===== src/rtl/svt_pkg.sv =====
// Types, constants and helpers shared by the sprite quad vertex transform.
package svt_pkg;

  typedef logic signed [23:0] coord_t;

  typedef struct packed {
    logic signed [23:0] pos_x;
    logic signed [23:0] pos_y;
    logic signed [23:0] rect_width;
    logic signed [23:0] rect_height;
    logic [11:0]        src_x;
    logic [11:0]        src_y;
    logic [11:0]        src_width;
    logic [11:0]        src_height;
    logic [12:0]        tex_width;
    logic [12:0]        tex_height;
    logic               affine_mode;
  } item_t;

  typedef struct packed {
    logic [1:0]         corner;
    logic signed [23:0] vert_x;
    logic signed [23:0] vert_y;
    logic [15:0]        tex_u;
    logic [15:0]        tex_v;
    logic               last;
  } result_t;

  typedef struct packed {
    logic [15:0]        angle;
    logic signed [23:0] rot_cx;
    logic signed [23:0] rot_cy;
    logic signed [15:0] scale_x;
    logic signed [15:0] scale_y;
    logic signed [23:0] origin_x;
    logic signed [23:0] origin_y;
  } cfg_t;

  typedef enum logic [2:0] {
    REG_ANGLE    = 3'd0,
    REG_ROT_CX   = 3'd1,
    REG_ROT_CY   = 3'd2,
    REG_SCALE_X  = 3'd3,
    REG_SCALE_Y  = 3'd4,
    REG_ORIGIN_X = 3'd5,
    REG_ORIGIN_Y = 3'd6
  } cfg_reg_e;

  typedef enum logic [1:0] {
    CORNER_TL = 2'd0,
    CORNER_TR = 2'd1,
    CORNER_BR = 2'd2,
    CORNER_BL = 2'd3
  } corner_e;

  typedef struct packed {
    coord_t [3:0] vx;
    coord_t [3:0] vy;
  } verts_t;

  typedef struct packed {
    logic [28:0] num;
    logic [13:0] den;
  } div_in_t;

  typedef struct packed {
    verts_t      verts;
    logic [15:0] u0;
    logic [15:0] u1;
    logic [15:0] v0;
    logic [15:0] v1;
  } quad_t;

  localparam logic [14:0] SIN_A      = 15'd25736;
  localparam logic [13:0] SIN_B      = 14'd10512;
  localparam logic [10:0] SIN_C      = 11'd1160;
  localparam logic [14:0] QUARTER    = 15'd16384;
  localparam int          DIV_BITS   = 16;
  localparam logic [15:0] UV_MAX     = 16'hFFFF;
  localparam logic [15:0] SCALE_ONE  = 16'd256;

  function automatic coord_t sat24(input logic signed [39:0] v);
    if (v > 40'sd8388607) begin
      return 24'sh7FFFFF;
    end else if (v < -40'sd8388608) begin
      return 24'sh800000;
    end
    return v[23:0];
  endfunction

endpackage


===== src/rtl/svt_back.sv =====
// Quad queue and vertex serializer: one vertex beat per cycle, four per quad.
module svt_back #(
  parameter int DEPTH = 16
) (
  input  logic             clk,
  input  logic             rst,
  input  logic             push,
  input  svt_pkg::quad_t   in_quad,
  output logic             result_valid,
  output svt_pkg::result_t result
);

  localparam int PW = $clog2(DEPTH);
  localparam int CW = $clog2(DEPTH + 1);

  svt_pkg::quad_t   mem [DEPTH];
  logic [PW-1:0]    wr_ptr, rd_ptr;
  logic [CW-1:0]    count;
  svt_pkg::quad_t   cur;
  svt_pkg::corner_e corner;
  logic             active;
  logic             pop;

  assign pop = (count != '0) && (!active || corner == svt_pkg::CORNER_BL);

  always_ff @(posedge clk) begin
    if (push) begin
      mem[wr_ptr] <= in_quad;
    end
    if (pop) begin
      cur <= mem[rd_ptr];
    end
  end

  always_ff @(posedge clk) begin
    if (rst) begin
      wr_ptr <= '0;
      rd_ptr <= '0;
      count  <= '0;
      active <= 1'b0;
      corner <= svt_pkg::CORNER_TL;
    end else begin
      if (push) begin
        wr_ptr <= (wr_ptr == PW'(DEPTH - 1)) ? '0 : wr_ptr + 1'b1;
      end
      if (pop) begin
        rd_ptr <= (rd_ptr == PW'(DEPTH - 1)) ? '0 : rd_ptr + 1'b1;
      end
      case ({push, pop})
        2'b10:   count <= count + 1'b1;
        2'b01:   count <= count - 1'b1;
        default: count <= count;
      endcase
      if (pop) begin
        active <= 1'b1;
      end else if (corner == svt_pkg::CORNER_BL) begin
        active <= 1'b0;
      end
      if (active) begin
        corner <= svt_pkg::corner_e'(corner + 2'd1);
      end
    end
  end

  always_ff @(posedge clk) begin
    if (rst) begin
      result_valid <= 1'b0;
    end else begin
      result_valid <= active;
    end
  end

  always_ff @(posedge clk) begin
    result.corner <= corner;
    result.vert_x <= cur.verts.vx[corner];
    result.vert_y <= cur.verts.vy[corner];
    result.tex_u  <= (corner == svt_pkg::CORNER_TL || corner == svt_pkg::CORNER_BL)
                     ? cur.u0 : cur.u1;
    result.tex_v  <= (corner == svt_pkg::CORNER_TL || corner == svt_pkg::CORNER_TR)
                     ? cur.v0 : cur.v1;
    result.last   <= (corner == svt_pkg::CORNER_BL);
  end

endmodule


===== config.mk =====
export PLATFORM = sky130hd
export DESIGN_NAME = svt_back
export DESIGN_NICKNAME = d
export VERILOG_FILES = /design/src/rtl/svt_pkg.sv /design/src/rtl/svt_back.sv
export SDC_FILE = /design/constraint.sdc
export NUM_CORES = 2
export LEC_CHECK = 0
export BUFFER_PORTS_ARGS = -buffer_cell sky130_fd_sc_hd__clkbuf_2
export CORE_MARGIN = 5
export CORE_UTILIZATION = 35
export CTS_BUF_LIST = sky130_fd_sc_hd__clkbuf_4 sky130_fd_sc_hd__clkbuf_8
export DETAILED_ROUTE_END_ITERATION = 16
export PLACE_DENSITY = 0.54
export SLEW_MARGIN = 20
export SYNTH_ARGS = -nofsm -noshare
export SYNTH_HDL_FRONTEND = slang
export SYNTH_SLANG_ARGS = --single-unit

===== constraint.sdc =====
create_clock -name clk -period 9.2 [get_ports clk]
set_input_delay 0.92 -clock clk [delete_from_list [all_inputs] [get_ports clk]]
set_output_delay 0.92 -clock clk [all_outputs]
set_load 0.05 [all_outputs]

==> impl_metrics.prom <==
# TYPE chip_impl_metric gauge
chip_impl_metric{name="relSlewSlack",unit="%"} 24.10
chip_impl_metric{name="antenna_found_initial",unit=""} 159
chip_impl_info{name="synth_top_cells_by_count",value="4352 x sky130_fd_sc_hd__edfxtp_1, 1072 x sky130_fd_sc_hd__mux4_2, 512 x sky130_fd_sc_hd__o22ai_1, 272 x sky130_fd_sc_hd__nor2_1, 120 x sky130_fd_sc_hd__clkbuf_1"} 1
chip_impl_metric{name="postLayoutSetupSlackWorst",unit="ns"} 4.965
chip_impl_info{name="timing.critical_path.cells",value="buf_4 -> buf_4 -> buf_4 -> mux4_2 -> o22ai_1 -> nor2_1"} 1
chip_impl_metric{name="p_leak",unit="nW"} 57.87
chip_impl_metric{name="layout_worst_path_cycle_share",unit="%"} 46.03
chip_impl_info{name="critPathLaunchType",value="register"} 1
chip_impl_metric{name="netlist.area_leader.share",unit="%"} 79.70
chip_impl_info{name="crit_path_most_repeated_cell",value="sky130_fd_sc_hd__buf_4"} 1
chip_impl_info{name="worst_r2r_startpoint",value="rd_ptr[2]"} 1
chip_impl_metric{name="postCtsSetupBuffers",unit=""} 0
chip_impl_metric{name="die_w",unit="µm"} 694.5
chip_impl_metric{name="count_of_unique_library_cells_instantiated_by_yosys",unit=""} 41
chip_impl_metric{name="maxCapViolCount",unit=""} 0
chip_impl_metric{name="layout.area.seq",unit="mm²"} 0.1327
chip_impl_metric{name="route.detailed.wl_per_inst",unit="µm"} 29.61
chip_impl_metric{name="first_global_vias",unit=""} 81317
chip_impl_info{name="postSynth.topFlopCell",value="sky130_fd_sc_hd__edfxtp_1"} 1
chip_impl_info{name="netlist_top_cells_area",value="sky130_fd_sc_hd__edfxtp_1 80%, sky130_fd_sc_hd__mux4_2 15%, sky130_fd_sc_hd__o22ai_1 2.0%"} 1
chip_impl_metric{name="synthToLayoutAreaGrowth",unit="%"} 14.95
chip_impl_info{name="worst-setup-path-type",value="reg -> reg"} 1
chip_impl_metric{name="wl",unit="mm"} 431.2
chip_impl_metric{name="slew_violations",unit=""} 0
chip_impl_info{name="run_status",value="finished, final reports clean"} 1
chip_impl_metric{name="fmaxAchievable",unit="MHz"} 236.1
chip_impl_metric{name="synth-seq-area-share",unit="%"} 80.92
chip_impl_metric{name="fin_nets",unit=""} 8026
chip_impl_metric{name="synth.cell_area",unit="mm²"} 0.1640
chip_impl_metric{name="combined_area_of_the_multi_input_logic_cells",unit="mm²"} 0.02946
chip_impl_metric{name="grt_start_max_net_pins",unit=""} 105
chip_impl_metric{name="post-place-ws",unit="ns"} 4.857
chip_impl_metric{name="power.density_cell_area",unit="mW/mm²"} 271.6
chip_impl_metric{name="dr_total_vias",unit=""} 77103
chip_impl_metric{name="clkSinkCount",unit=""} 4452
chip_impl_metric{name="finish.utilization",unit="%"} 40.36
chip_impl_info{name="crit_start",value="rd_ptr[2]"} 1
chip_impl_info{name="synthDominantAreaCellType",value="sky130_fd_sc_hd__edfxtp_1"} 1
chip_impl_metric{name="grt_pass1_wl",unit="mm"} 609.2
chip_impl_metric{name="async_reset_ff_share",unit="%"} 0
chip_impl_metric{name="clock_buffers_created_by_tritoncts",unit=""} 719
chip_impl_metric{name="syn-mean-instance-area",unit="µm²"} 24.13
chip_impl_metric{name="finalWeightedCongestion",unit=""} 0.7403
chip_impl_metric{name="setup.reg_to_reg.worst_slack",unit="ns"} 4.97
chip_impl_metric{name="dp_hpwl",unit="mm"} 227.1
chip_impl_metric{name="ctsLongestPathBuffers",unit=""} 4
chip_impl_metric{name="yosys_warnings",unit=""} 0
chip_impl_metric{name="grt_overflow_total",unit=""} 0
chip_impl_metric{name="setup_viol",unit=""} 0
chip_impl_info{name="cts_tree",value="done"} 1
chip_impl_metric{name="floorplan.rows",unit=""} 251
chip_impl_metric{name="cp.arrival",unit="ns"} 5.16
chip_impl_metric{name="number_of_nets_still_failing_antenna_checks_after_routing",unit=""} 0
chip_impl_metric{name="fillers",unit=""} 40842
chip_impl_info{name="cts_root_buffer",value="sky130_fd_sc_hd__clkbuf_8"} 1
chip_impl_metric{name="cp_data_required_time",unit="ns"} 10.13
chip_impl_metric{name="design.die.area",unit="mm²"} 0.4823
chip_impl_info{name="hold_path.startpoint",value="in_quad[243]"} 1
chip_impl_metric{name="placed_cells",unit=""} 13117
chip_impl_metric{name="critical_path.max_fanout",unit=""} 61
chip_impl_metric{name="synth-seq-cells",unit=""} 4452
chip_impl_metric{name="die_height",unit="µm"} 694.5
chip_impl_metric{name="power.total",unit="mW"} 51.20
chip_impl_metric{name="initial_utilization",unit="%"} 35.11
chip_impl_metric{name="synth_enable_flop_cells",unit=""} 4352
chip_impl_info{name="post-synth-top-count-cell",value="sky130_fd_sc_hd__edfxtp_1"} 1
chip_impl_metric{name="std_cell_core_area",unit="mm²"} 0.4670
chip_impl_metric{name="cp_slowest_stage_delay",unit="ns"} 0.86
chip_impl_metric{name="drive_above_1_share",unit="%"} 32.97
chip_impl_metric{name="detail_route.drc_violations",unit=""} 0
chip_impl_info{name="hp-class",value="in -> reg"} 1
chip_impl_metric{name="dr.first_iter.drc_count",unit=""} 6907
chip_impl_info{name="hold_end",value="mem[4][243]"} 1
chip_impl_metric{name="synthCells",unit=""} 6795
chip_impl_metric{name="r2r.worst_path.cells",unit=""} 6
chip_impl_info{name="cp-end-kind",value="register"} 1
chip_impl_metric{name="numPortBuffers",unit=""} 342
chip_impl_info{name="rsz0062_at_grt",value="false"} 1
chip_impl_info{name="timing.critical_path.slowest_stage_cell",value="sky130_fd_sc_hd__buf_4"} 1
chip_impl_metric{name="ctsHtreeMaxLevel",unit=""} 6
chip_impl_metric{name="hold_path_stages",unit=""} 1
chip_impl_metric{name="stdcell_count",unit=""} 14561
chip_impl_metric{name="firstDrtPassIters",unit=""} 5
chip_impl_metric{name="setup_total_negative_slack",unit="ns"} 0
chip_impl_metric{name="boundaryPins",unit=""} 343
chip_impl_metric{name="avgViaCountPerCell",unit=""} 5.295
chip_impl_metric{name="hold_violations",unit=""} 0
chip_impl_metric{name="post-route-min-period",unit="ns"} 4.235
chip_impl_metric{name="global_route.usage.total",unit="%"} 17.56
chip_impl_metric{name="worst_ir_drop_vdd",unit="mV"} 0.3157
chip_impl_metric{name="clk-insertion-delay-late",unit="ns"} 1.24
chip_impl_metric{name="synthesized_netlist_net_count",unit=""} 7065
chip_impl_metric{name="max_slew.worst_pin.slew",unit="ns"} 1.138
chip_impl_info{name="r2r-end",value="cur[104]"} 1
chip_impl_metric{name="post_route_skew",unit="ns"} 0.09998
chip_impl_metric{name="clk_transition_reported_paths",unit="ns"} 0.06
stage by stage:
| step | hold slack, ns | area (µm²) |
|---|---|---|
| 2_1_floorplan | 0.3529 | 164000 |
| 3_3_place_gp | 0.4595 | 173200 |
| 3_5_place_dp | 0.4638 | 173200 |
| 4_1_cts | 0.00001954 | 188400 |
| 5_1_grt | 0.07240 | 188400 |
| 6_report | 0.1521 | 188500 |
repair_timing:
item | CTS | global route
hold endpoints to repair | 1340 | 0
hold buffers | 116 | 0
endpoints found under the setup margin | 0 | 0
gates resized for setup | 0 | 0
routing by layer:
metal	global-route usage [%]	wire length [µm]	vias to the layer above
li1	-	-	31386
met1	22.91	174200	42010
met2	29.06	213000	2821
met3	4.459	32160	812
met4	5.188	11370	74
met5	0	462	-
cells by family after synthesis:
kind of cell	after synthesis	synth area share (%)
and+or+nand+nor	314	0.7730
adders and majority gates	11	0.08393
AOI/OAI and AO/OA	532	2.045
xor gates and xnor gates	6	0.03205
DFF	4452	80.92
muxes	1111	14.99
buffers and inverters	369	1.161
critical path: cells and delay by family, from the launching register on:
| family | cells | cell delay [ns] |
|---|---|---|
| AOI/OAI and AO/OA | 1 | 0.18 |
| muxes | 1 | 0.42 |
| buffers and inverters | 3 | 2.37 |
| and+or+nand+nor | 1 | 0.07 |
| DFF | 1 | 0.78 |
worst max-delay path by stage:
stage                  endpoint  slack, ns
floorplan             mem[0][0]       1.18
global placement       cur[132]       4.92
detailed placement  mem[0][134]       4.86
CTS                    cur[130]       4.87
global route           cur[115]       4.79
finish                 cur[104]       4.97
placed cells by master (no fill, tap or decap), drive strengths merged, types with 2 or more instances in the layout:
master	count
a41oi	2
inv	37
mux2i	5
a311oi	2
clkbuf	1344
and2	16
nand2b	3
nor3	2
nand3	2
bufinv	10
clkinvlp	9
xor2	5
or3	2
buf	146
o21ai	2
edfxtp	4352
mux2	34
nand2	7
mux4	1072
clkinv	232
dlygate4sd3	116
ha	11
nor2	272
diode	43
nor2b	6
a31oi	2
o22ai	512
a21oi	6
dfxtp	100
sequential cells by signal, indices dropped and copies added (netlist names):
register	flops
count	5
result_valid	1
cur	256
active	1
rd_ptr	4
corner	2
mem	4096
wr_ptr	4
result	83
report_power, final:
| group | switching [mW] | internal [mW] |
|---|---|---|
| Clock | 7.82 | 8.88 |
| Sequential | 0.874 | 23.8 |
| Combinational | 5.66 | 4.16 |
| Total | 14.4 | 36.8 |
cell type report:
class	instances	area share (%)
sequential	4452	70.41
multi-input combinational	1974	15.63
clock buffer	1002	6.457
tap	6198	4.114
timing repair buffer	604	2.325
clock inverter	283	0.9997
antenna	43	0.05709
inverter	5	0.009957
(Power assumes the default switching activity.)
